`src/design/lfs_pkg.sv`:
```
// shared types and constants for the lagrange fractional shift block
`default_nettype none
package lfs_pkg;

	// configuration register indexes
	localparam logic REG_POINTS = 1'b0;
	localparam logic REG_HEIGHT = 1'b1;

	// reset values of the configuration registers
	localparam logic [2:0] POINTS_RESET = 3'd4;
	localparam logic [8:0] HEIGHT_RESET = 9'd256;

	// store depth and the largest usable height
	localparam int unsigned MAX_HEIGHT = 256;
	localparam logic [8:0] HEIGHT_MAX = 9'd256;

	// interpolation orders
	localparam logic [2:0] PTS_NEAREST = 3'd1;
	localparam logic [2:0] PTS_LINEAR  = 3'd2;
	localparam logic [2:0] PTS_QUAD    = 3'd3;
	localparam logic [2:0] PTS_CUBIC   = 3'd4;

	// entries in the queue between front and back
	localparam int unsigned QUEUE_DEPTH = 2;

	typedef struct packed {
		logic [2:0] points;
		logic [8:0] height;
	} cfg_t;

	// one classified request as it travels from front to back
	typedef struct packed {
		logic               is_load;
		logic               zero;
		logic        [7:0]  row;
		logic signed [15:0] sample;
		logic        [7:0]  frac;
		logic        [15:0] fsq;
		logic signed [10:0] base;
		logic        [2:0]  pts;
		logic        [8:0]  height;
	} job_t;

	typedef struct packed {
		logic full;
		logic empty;
	} q_stat_t;

endpackage
`default_nettype wire

```
`src/design/lfs_front.sv`:
```
// front part: accepts requests, forms base row, fraction and early-out flag
`default_nettype none
module lfs_front
	import lfs_pkg::*;
(
	input  wire logic               clk,
	input  wire logic               arst_n,
	input  wire cfg_t               cfg,
	input  wire logic               push,
	output logic                    full,
	input  wire logic               req_type,
	input  wire logic        [7:0]  row_index,
	input  wire logic signed [15:0] sample_value,
	input  wire logic signed [15:0] kick_offset,
	input  wire q_stat_t            qs,
	output logic                    fr_push,
	output job_t                    fr_job
);

	logic               valid_s1;
	job_t               job_s1;
	job_t               nxt;
	logic               accept;
	logic        [2:0]  pts_n;
	logic        [8:0]  hc;
	logic signed [17:0] pos;
	logic        [7:0]  jd;
	logic               half_off;

	always_comb begin
		priority if (cfg.points == 3'd0) begin
			pts_n = PTS_NEAREST;
		end else if (cfg.points > PTS_CUBIC) begin
			pts_n = PTS_CUBIC;
		end else begin
			pts_n = cfg.points;
		end
	end

	assign hc       = (cfg.height > HEIGHT_MAX) ? HEIGHT_MAX : cfg.height;
	assign pos      = $signed({2'b00, hc[8:1], 8'h00}) + 18'(kick_offset);
	assign jd       = pos[15:8];
	// centre tap sits one row back for three and four points
	assign half_off = (pts_n >= PTS_QUAD);

	always_comb begin
		nxt.is_load = (req_type == 1'b0);
		nxt.zero    = pos[17] || ({1'b0, jd} >= hc);
		nxt.row     = row_index;
		nxt.sample  = sample_value;
		nxt.frac    = pos[7:0];
		nxt.fsq     = {8'h00, pos[7:0]} * {8'h00, pos[7:0]};
		nxt.base    = $signed({3'b000, row_index}) + $signed({3'b000, jd})
			- $signed({10'b0, half_off}) - $signed({3'b000, hc[8:1]});
		nxt.pts     = pts_n;
		nxt.height  = hc;
	end

	assign full    = valid_s1 && qs.full;
	assign accept  = push && !full;
	assign fr_push = valid_s1 && !qs.full;
	assign fr_job  = job_s1;

	always_ff @(posedge clk or negedge arst_n) begin
		if (!arst_n) begin
			valid_s1 <= 1'b0;
		end else if (accept) begin
			valid_s1 <= 1'b1;
		end else if (fr_push) begin
			valid_s1 <= 1'b0;
		end
	end

	always_ff @(posedge clk) begin
		if (accept) begin
			job_s1 <= nxt;
		end
	end

endmodule
`default_nettype wire

```
`config.mk`:
```
export PLATFORM = sky130hd
export DESIGN_NAME = lfs_front
export DESIGN_NICKNAME = d
export VERILOG_FILES = /design/src/design/lfs_pkg.sv /design/src/design/lfs_front.sv
export SDC_FILE = /design/constraint.sdc
export NUM_CORES = 1
export LEC_CHECK = 0
export BUFFER_PORTS_ARGS = -buffer_cell sky130_fd_sc_hd__buf_2
export CAP_MARGIN = 25
export CORE_ASPECT_RATIO = 1.4
export CORE_MARGIN = 1.5
export CORE_UTILIZATION = 54
export DETAILED_ROUTE_END_ITERATION = 10
export GPL_ROUTABILITY_DRIVEN = 0
export PLACE_DENSITY_LB_ADDON = 0.25
export SLEW_MARGIN = 20
export SYNTH_ARGS = -nofsm -noshare
export SYNTH_HDL_FRONTEND = slang
export SYNTH_SLANG_ARGS = --single-unit
```
`constraint.sdc`:
```
create_clock -name clk -period 5.68 [get_ports clk]
set_input_delay 1.42 -clock clk [delete_from_list [all_inputs] [get_ports clk]]
set_output_delay 1.42 -clock clk [all_outputs]
set_load 0.02 [all_outputs]
```
==> reports/metrics.cfg <==
[floorplanning]
num_rows=42
dieArea_um2=10400
io_pins=133
initial_core_util=0.558
coreArea_um2=9510
die_y_um=120
die_x_um=86.8

[placed_design]
hpwl_um=9000
portBuffers=130
pre_cts_slack_ps=-419

[yosys]
synthesis.nets=633
ys_seq_area_frac=0.407
synth-edff-count=71
synthDistinctLibCells=50
avgSynthCellArea_um2=11.1
syn-instance-count=479
ys_seq_elements=72
synth_area_um2=5310
synthFlopType=edfxtp_1
synthArstFlopShare=0.0139
ys_warn_count=0

[cts]
postCtsHoldBufs=0
cts_max_level=3
root_buffer=clkbuf_16
cts_tree=done
cts.sinks=72
cts.clk_slew.worst_paths_ps=70
clock_path_buffers=2
clk_latency_ps=340
cts_buffers=9

[critical_path]
worstSetupEndpointType=flip-flop
crit_path_start_kind=primary input
path_max_fanout=3
worstPathRequired_ps=5860
crit_arrival_ps=5630
worst-setup-path-type=in -> reg

[grt]
grt_use_met1=0.238
met3_usage=0.0355
grt_max_degree=72
antenna_found_initial=0
grt_usage=0.232
overflow=0
top_usage_layer=met2
grt_use_met2=0.448
grt_pass1_wl_um=18600
grt_pass1_vias=4188

[power]
p_switching_uw=995
p_seq_frac=0.284
p_int_uw=1640
pwr-share-comb=0.505
clkPwrFrac=0.211
switching_share=0.378
peakVddDrop_v=0.000195
powerDensity_nw_per_um2=389
leakage_uw=0.00331

[finish]
area.growth.synth_to_final_pct=27.4
fin_nets=809
layout_common_cells=buf_2 (129), inv_1 (76), edfxtp_1 (71)
n_antenna_cell=0
drive_gt1_frac=0.317
fin_util=0.711
layout_commonest_cell=buf_2

[sta]
slew_headroom=0.409
setup_viol=0
fin_ws_ps=229
setup_tns_ps=0
worst_clock_skew_ps=6.39
slew_viol_final=0
min_period_ps=5450
worst_pin_slew_ps=887
max_freq_mhz=183
hold_viol_final=0
finalCritPeriodShare=0.960

[worst_hold_path]
hold_class=reg -> reg

[status]
status=complete, no violations

[routing]
wl_per_cell_um=14.3
drt_iter0_markers=196
ant_nets=0
num_vias=4063
drt_pass1_iterations=4
drt_wl_total_um=11400
vias_per_cell=5.13
route.detailed.drc=0

[job]
maxCapViolCount=0

path summary, 6_finish.rpt:
kind | slack (ps) | cells after the start | end | from
worst max-delay path | 230 | 22 | fr_job[21]$_DFFE_PP_ | cfg[1]
worst min-delay path | 690 | 2 | valid_s1$_DFFE_PN0P_ | valid_s1$_DFFE_PN0P_
worst max register to register | 3910 | 3 | fr_job[4]$_DFFE_PP_ | valid_s1$_DFFE_PN0P_
worst min register to register | 690 | 2 | valid_s1$_DFFE_PN0P_ | valid_s1$_DFFE_PN0P_
max in group asynchronous | 4760 | 1 | valid_s1$_DFFE_PN0P_ | arst_n
min in group asynchronous | 840 | 1 | valid_s1$_DFFE_PN0P_ | arst_n
synth_stat cells, types with 3 or more instances:
library cell | instances | area, µm²
xor2_1 | 11 | 96.3
ha_1 | 68 | 851
nand2b_1 | 4 | 25.0
o21ai_0 | 14 | 70.1
clkbuf_1 | 8 | 30.0
a21o_1 | 7 | 52.6
nand4_1 | 3 | 18.8
a21oi_1 | 26 | 130
a31oi_1 | 3 | 18.8
edfxtp_1 | 71 | 2130
o211ai_1 | 4 | 30.0
nand2_1 | 30 | 113
and3_1 | 3 | 18.8
fa_1 | 28 | 561
and2_1 | 17 | 106
a211oi_1 | 7 | 52.6
inv_1 | 76 | 285
nor2b_1 | 8 | 50.1
o21bai_1 | 5 | 37.5
nor2_1 | 18 | 67.6
xnor2_1 | 25 | 219
nand3_1 | 3 | 15.0
o21a_1 | 6 | 45.0
nor3_1 | 6 | 30.0
cells by family after synthesis:
logic type	share of synthesized area
adder cells (fa/ha/maj)	0.266
buffers and inverters	0.0630
AND/OR/NAND/NOR	0.0991
AO/OA/AOI/OAI	0.101
multiplexers	0.00401
other	0.000707
flip-flops	0.407
XOR/XNOR	0.0594
per-layer routing:
layer,up-vias,part of all wire
met1,1923,0.36
met2,108,0.57
met5,-,0
li1,2002,-
met3,30,0.033
met4,0,0.035
through the flow:
stage | hold WS, ps | total power (µW) | cell area (µm²) | instances
after detailed placement | 677 | 2050 | 6420 | 775
final | 694 | 2630 | 6760 | 792
after floorplan | 744 | 1660 | 5310 | 479
after CTS | 696 | 2620 | 6720 | 791
after global placement | 663 | 2000 | 6420 | 775
after global routing | 754 | 2820 | 6760 | 792
sequential cells by signal, indices dropped and copies added (netlist names):
signal	cells
fr_job	71
valid_s1	1
worst max-delay path, cell delays in order:
cell and delay, ps:
buf_2 90, nor2b_1 140, ha_2 190, fa_2 350, a21o_1 200, a21oi_2 170
o21bai_1 120, a21oi_2 180, xor2_1 190, ha_1 250, inv_1 60, ha_1 260
a2111oi_4 290, o21ai_1 140, nand2_1 100, xnor2_1 80, ha_1 200, or4_4 430
or2_0 210, o221a_1 250, and2_1 180, a211oi_2 130
power by group through the flow:
stage	registers [µW]	logic [µW]	clock network [µW]
after floorplan	870	794	0
after global placement	756	1240	0
after detailed placement	758	1300	0
after CTS	748	1310	565
after global routing	756	1470	586
final	746	1330	556
repair_timing:
action / in CTS / in global routing
gates cloned: 0 / 0
resized for setup: 4 / 8
buffers inserted: 0 / 1
pin swaps: 0 / 6
endpoints found under the setup margin: 1 / 1
final cells by class:
cell class	count	area [µm²]
multi-input cells	320	2860
fillers	701	2750
flip-flops and latches	72	2160
repair buffers	175	991
inverters	77	290
clock buffers	9	225
well taps	132	165
clock inverters	7	66.3
Note: power is estimated with default switching activity, not from simulation.
