--- src/design/lfs_pkg.sv ---
// shared types and constants for the lagrange fractional shift block
`default_nettype none
package lfs_pkg;

	// configuration register indexes
	localparam logic REG_POINTS = 1'b0;
	localparam logic REG_HEIGHT = 1'b1;

	// reset values of the configuration registers
	localparam logic [2:0] POINTS_RESET = 3'd4;
	localparam logic [8:0] HEIGHT_RESET = 9'd256;

	// store depth and the largest usable height
	localparam int unsigned MAX_HEIGHT = 256;
	localparam logic [8:0] HEIGHT_MAX = 9'd256;

	// interpolation orders
	localparam logic [2:0] PTS_NEAREST = 3'd1;
	localparam logic [2:0] PTS_LINEAR  = 3'd2;
	localparam logic [2:0] PTS_QUAD    = 3'd3;
	localparam logic [2:0] PTS_CUBIC   = 3'd4;

	// entries in the queue between front and back
	localparam int unsigned QUEUE_DEPTH = 2;

	typedef struct packed {
		logic [2:0] points;
		logic [8:0] height;
	} cfg_t;

	// one classified request as it travels from front to back
	typedef struct packed {
		logic               is_load;
		logic               zero;
		logic        [7:0]  row;
		logic signed [15:0] sample;
		logic        [7:0]  frac;
		logic        [15:0] fsq;
		logic signed [10:0] base;
		logic        [2:0]  pts;
		logic        [8:0]  height;
	} job_t;

	typedef struct packed {
		logic full;
		logic empty;
	} q_stat_t;

endpackage
`default_nettype wire

--- src/design/lfs_queue.sv ---
// short job queue between front and back
`default_nettype none
module lfs_queue
	import lfs_pkg::*;
(
	input  wire logic    clk,
	input  wire logic    arst_n,
	input  wire logic    wr_en,
	input  wire job_t    wr_job,
	input  wire logic    rd_en,
	output job_t         rd_job,
	output q_stat_t      stat
);

	localparam int unsigned PTR_W = $clog2(QUEUE_DEPTH);
	localparam int unsigned CNT_W = $clog2(QUEUE_DEPTH + 1);

	job_t             slot_q [QUEUE_DEPTH];
	logic [PTR_W-1:0] wr_ptr_q;
	logic [PTR_W-1:0] rd_ptr_q;
	logic [CNT_W-1:0] count_q;

	assign stat.full  = (count_q == CNT_W'(QUEUE_DEPTH));
	assign stat.empty = (count_q == '0);
	assign rd_job     = slot_q[rd_ptr_q];

	always_ff @(posedge clk or negedge arst_n) begin
		if (!arst_n) begin
			wr_ptr_q <= '0;
			rd_ptr_q <= '0;
			count_q  <= '0;
		end else begin
			if (wr_en) begin
				wr_ptr_q <= (wr_ptr_q == PTR_W'(QUEUE_DEPTH - 1)) ? '0 : wr_ptr_q + 1'b1;
			end
			if (rd_en) begin
				rd_ptr_q <= (rd_ptr_q == PTR_W'(QUEUE_DEPTH - 1)) ? '0 : rd_ptr_q + 1'b1;
			end
			if (wr_en && !rd_en) begin
				count_q <= count_q + 1'b1;
			end else if (rd_en && !wr_en) begin
				count_q <= count_q - 1'b1;
			end
		end
	end

	always_ff @(posedge clk) begin
		if (wr_en) begin
			slot_q[wr_ptr_q] <= wr_job;
		end
	end

endmodule
`default_nettype wire

--- config.mk ---
export PLATFORM = sky130hd
export DESIGN_NAME = lfs_queue
export DESIGN_NICKNAME = d
export VERILOG_FILES = /design/src/design/lfs_pkg.sv /design/src/design/lfs_queue.sv
export SDC_FILE = /design/constraint.sdc
export NUM_CORES = 1
export LEC_CHECK = 0
export BUFFER_PORTS_ARGS = -buffer_cell sky130_fd_sc_hd__buf_2
export CAP_MARGIN = 20
export CORE_ASPECT_RATIO = 1.25
export CORE_MARGIN = 2
export CORE_UTILIZATION = 45
export CTS_BUF_LIST = sky130_fd_sc_hd__clkbuf_4 sky130_fd_sc_hd__clkbuf_8
export CTS_CLUSTER_SIZE = 8
export DETAILED_ROUTE_END_ITERATION = 10
export GPL_ROUTABILITY_DRIVEN = 0
export HOLD_SLACK_MARGIN = 0.1
export PLACE_DENSITY_LB_ADDON = 0.08
export SETUP_SLACK_MARGIN = 0.1
export SYNTH_ARGS = -nofsm -noshare
export SYNTH_HDL_FRONTEND = slang
export SYNTH_SLANG_ARGS = --single-unit
--- constraint.sdc ---
create_clock -name clk -period 13.3 [get_ports clk]
set_input_delay 3.325 -clock clk [delete_from_list [all_inputs] [get_ports clk]]
set_output_delay 3.325 -clock clk [all_outputs]
set_load 0.02 [all_outputs]
==> results of run 1 <==
## sequential cells by signal (all words and copies together), names as in the netlist
name and count:
wr_ptr_q 1, slot_q 146, count_q 2, rd_ptr_q 1
## per-layer routing
| metal | wire [µm] | vias to the layer above | GRT usage |
|---|---|---|---|
| li1 | - | 1290 | - |
| met4 | 129 | 2 | 0.0588 |
| met3 | 658 | 13 | 0.0614 |
| met5 | 7 | - | 0 |
| met2 | 4920 | 95 | 0.230 |
| met1 | 3780 | 1359 | 0.160 |
## synth_stat cells, drive strengths merged
cell,number
and2,1
buf,8
dfrtp,4
edfxtp,146
ha,1
inv,1
mux2,73
nor2,2
nor2b,2
xnor2,1
xor2,4
## cells by family (layout without fill, tap and decap cells)
family | count (synthesis) | after routing
XOR/XNOR | 5 | 5
adder cells (fa/ha/maj) | 1 | 1
buffers and inverters | 9 | 186
flip-flops | 150 | 150
multiplexers | 73 | 73
AND/OR/NAND/NOR | 5 | 5
## final timing paths
| kind | startpoint | end | slack, ps | cells after the start |
|---|---|---|---|---|
| max | rd_ptr_q | rd_job[57] | 7470 | 3 |
| min | count_q[1] | count_q[1] | 500 | 1 |
| max reg2reg | wr_ptr_q | slot_q[0][51] | 11080 | 2 |
| min reg2reg | count_q[1] | count_q[1] | 500 | 1 |
| max in group asynchronous | arst_n | rd_ptr_q | 10470 | 1 |
| min in group asynchronous | arst_n | count_q[1] | 2680 | 1 |
## layout make-up
cell class	instances	share of cell area
multi-input combinational	84	0.162
clock inverter	12	0.0207
clock buffer	20	0.0383
timing repair buffer	153	0.110
sequential	150	0.639
tap	168	0.0299
inverter	1	0.000534
## worst register-to-register path, stage by stage (launching register included)
cell and delay (ps):
dfrtp_1 430, nor2b_4 780, buf_4 640
## power breakdown
| part | switching (mW) | total [mW] | leakage [nW] | internal, mW |
|---|---|---|---|---|
| combinational | 0.291 | 0.524 | 1.20 | 0.234 |
| clock | 0.169 | 0.351 | 0.198 | 0.182 |
| sequential | 0.0350 | 0.664 | 1.42 | 0.629 |
## metrics by stage
stage               area (µm²)  power, mW  setup slack [ps]
detailed placement        6610       1.21              7860
global route              7030       1.61              7300
floorplan                 5700       1.08              6260
CTS                       7030       1.57              7380
finish                    7030       1.54              7470
global placement          6610       1.21              7880
==> results.toml, run 1 <==
[routing]
vias = 2759
wl_per_cell_um = 16.2
first_pass_iters = 4
wl_mm = 9.50
route.detailed.drc = 0
drt_iter0_drc = 80
ant_nets = 0
routed_via_density = 4.69

[grt]
grt_pass1_vias = 2711
grt_pass1_wl_mm = 14.0
groute.usage.overall = 0.139
grt_max_degree = 74
antenna_found_initial = 1
grt-ovfl-total = 0

[finish]
nNetsFinal = 485
fin_cells = 588
drive_above_1_share = 0.621
layout_commonest_cell = "buf_2"
seqCellArea_um2 = 4490
fin_util = 0.560
syn2layout_area_growth_pct = 23.2
diodes = 0
multi_input_area_um2 = 1140
final_cell_mix = "buf_2, edfxtp_1, mux2_4, clkbuf_8, mux2_2"
fill_cells = 1045

[cts]
cts_resized = 0
cts_max_path_buffers = 2
clk_latency_ps = 430
h-tree-depth = 4
cts_tree = "yes"
ctsHoldBuffers = 0
clk_pin_slew_worst_paths_ps = 80
cts-root-buf = "clkbuf_8"
cts_setup_buffers = 0
clock_sinks = 150
numCtsBuffers = 17

[setup_path]
crit_buf_inv = 2
critPathArrivalTime_ps = 2510
path_delay_family = "buffers and inverters"
crit_chain = "buf_4 -> mux2_2 -> buf_2"
slowest_delay_ps = 880
worstSetupPathType = "flop to output port"
cpMaxStageDelayCell = "buf_4"
cp_data_required_time_ps = 9970
cp-start-kind = "flop"
end_kind = "output port"
crit_fanout = 60

[yosys]
ys_ff_latch = 150
netlist_area_um2 = 5700
synth_top_area_share = 0.769
synthMuxAreaShare = 0.184
synth-compound-area-share = 0
synth_nets = 321
yosys.area.top_type = "edfxtp_1"
yosys.area_share.simple = 0.00461
syn_inst = 243
yosysWarnings = 0
synth_area_leaders = "edfxtp_1, mux2_4, mux2_2"
synth.distinct_cells = 13
synthAdderAreaFrac = 0.00219
syn_area_per_cell_um2 = 23.5
synth_xor_area_frac = 0.00768
synth_top_family_by_area = "multiplexers"
yosysSeqAreaShare = 0.786

[sta]
period_minus_slack_ps = 5830
tightest_slew_ps = 1070
slew_headroom = 0.284
skew_ps = 7.11
holdWs_ps = 503
tns_ps = 0
final.period_utilization = 0.438
drv_slew = 0
finalHoldViolCount = 0
setup_viol = 0
max_freq_mhz = 172
rsz0062_at_grt = "no"

[hold_path]
worstHoldPathType = "flop to flop"

[die]
die-height_um = 130
coreArea_um2 = 12500
fp.dieW_um = 105
dieArea_um2 = 13600
pin_count = 152
start_util = 0.454
row_count = 46

[outcome]
status = "finished, final reports clean"

[job]
maxCapViolCount = 0

[place]
io_buffers = 151
place_inst = 556
place_hpwl_mm = 5.88

[power_and_ir_drop]
powerDensity_nw_per_um2 = 219
p_leak_nw = 2.81
irDropWorstVdd_uv = 190
Power figures use the tool's default switching activity.
==> run 2: changes to the inputs <==
Clock period 13.3 ns to 5.3 ns, I/O delays scaled along.
==> run 2 against run 1 <==
Compared with the run above: sequential power grew to 2.6 times the previous value; clock power grew 110%; worst setup slack lost 5900 ps; critical path depth is the same; clock skew grew 1.6 ps; routed wire length shrank 1.9%; final area shrank 0.71%; flip-flop and latch count is the same; count of clock-buffer cells in the layout shrank 2; final cell count grew 0.17%; non-clock buffer count grew 1; critical path type unchanged; largest cell class unchanged; largest power group unchanged.
==> results.toml, run 2 (synthesized netlist as in run 1, its figures left out) <==
[power_and_ir_drop]
p_clk_frac = 0.201
switchingPower_mw = 1.24
power_frac_comb = 0.332
powerDensity_nw_per_um2 = 535
power.total_mw = 3.73
seqPwrFrac = 0.466
cell_internal_pwr_mw = 2.50
p_sw_frac = 0.331
irDropWorstVdd_uv = 368
p_leak_nw = 2.78

[routing]
wl_per_cell_um = 15.8
drt_iter0_drc = 77
first_pass_iters = 4
routed_via_density = 4.60
route.detailed.drc = 0
wl_mm = 9.31
vias = 2711
ant_nets = 0

[setup_path]
crit_cells = 3
cp_data_required_time_ps = 3970
critPathArrivalTime_ps = 2390
end_kind = "output port"
cpMaxStageDelayCell = "dfrtp_4"
crit_buf_inv = 2
cp-start-kind = "flop"
r2r_cells = 2
worstSetupPathType = "flop to output port"
slowest_delay_ps = 1050
crit_fanout = 53
crit_chain = "buf_4 -> mux2_4 -> buf_2"
path_delay_family = "flip-flops"

[sta]
slew_headroom = 0.320
tightest_slew_ps = 1020
setup_viol = 0
period_minus_slack_ps = 3710
holdWs_ps = 496
drv_slew = 0
finalHoldViolCount = 0
tns_ps = 0
skew_ps = 8.67
rsz0062_at_grt = "no"
final.period_utilization = 0.700
max_freq_mhz = 270

[cts]
clk_pin_slew_worst_paths_ps = 90
cts_max_path_buffers = 2
cts_setup_buffers = 0
cts_tree = "yes"
cts-root-buf = "clkbuf_8"
numCtsBuffers = 17
clk_latency_ps = 430
cts_resized = 0
ctsHoldBuffers = 0
h-tree-depth = 4
clock_sinks = 150

[die]
die-height_um = 130
fp.dieW_um = 105
start_util = 0.454
coreArea_um2 = 12500
row_count = 46
pin_count = 152
dieArea_um2 = 13600

[finish]
final_cell_mix = "buf_2, edfxtp_1, mux2_4, clkbuf_8, mux2_2"
nNetsFinal = 486
reg_top3 = "slot_q: 146 flops, count_q: 2 flops"
diodes = 0
fin_cells = 589
largest_reg_flops = 146
drive_above_1_share = 0.620
largest_register = "slot_q"
fin_util = 0.556
syn2layout_area_growth_pct = 22.4
layout_commonest_cell = "buf_2"

[grt]
antenna_found_initial = 1
met2_usage = 0.222
grt-ovfl-total = 0
grt_pass1_vias = 2692
grt_use_met3 = 0.0614
grtUsageMet1 = 0.166
grt.busiest_layer = "met2"
grt_max_degree = 74
groute.usage.overall = 0.140
grt_pass1_wl_mm = 13.9

[place]
place_inst = 557
place_hpwl_mm = 5.89
io_buffers = 151

[job]
maxCapViolCount = 0

[outcome]
status = "finished, final reports clean"

[hold_path]
hold_depth = 1
worstHoldPathType = "flop to flop"
run 2: changes by cell type in the layout (fill, tap and decap cells not counted), sizes merged:
cell      delta
buf          +1
bufinv       -2
clkbuf       -2
clkinv       +1
clkinvlp     +2
inv          +1
run 2: per-layer routing:
layer | vias up | share of wire
li1 | 1293 | -
met1 | 1289 | 0.39
met2 | 113 | 0.51
met3 | 14 | 0.079
met4 | 2 | 0.020
met5 | - | 0.0014
run 2: cell type report:
type | instances | area, µm²
Clock inverter | 14 | 103
Fill cell | 1041 | 5570
Clock buffer | 18 | 241
Multi-Input combinational cell | 84 | 1140
Sequential cell | 150 | 4490
Timing Repair Buffer | 154 | 791
Inverter | 1 | 3.75
Tap cell | 168 | 210
run 2: final timing paths:
check | startpoint | end | slack [ps]
max | rd_ptr_q | rd_job[19] | 1590
min | count_q[1] | count_q[1] | 500
max reg2reg | wr_ptr_q | slot_q[0][6] | 3390
min reg2reg | count_q[1] | count_q[1] | 500
max in group asynchronous | arst_n | rd_ptr_q | 4490
min in group asynchronous | arst_n | rd_ptr_q | 680
run 2: stage by stage:
stage          setup WS, ps  cell area, µm²
2_1_floorplan           263            5700
3_3_place_gp           2020            6630
3_5_place_dp           2010            6630
4_1_cts                1500            6980
5_1_grt                1440            6980
6_report               1590            6980
run 2: power groups by stage:
stage / Clock, mW / Sequential (mW) / Combinational [mW]
floorplan: 0 / 1.67 / 1.04
global placement: 0 / 1.77 / 1.26
detailed placement: 0 / 1.78 / 1.26
CTS: 0.780 / 1.75 / 1.26
global route: 0.833 / 1.77 / 1.32
finish: 0.752 / 1.74 / 1.24
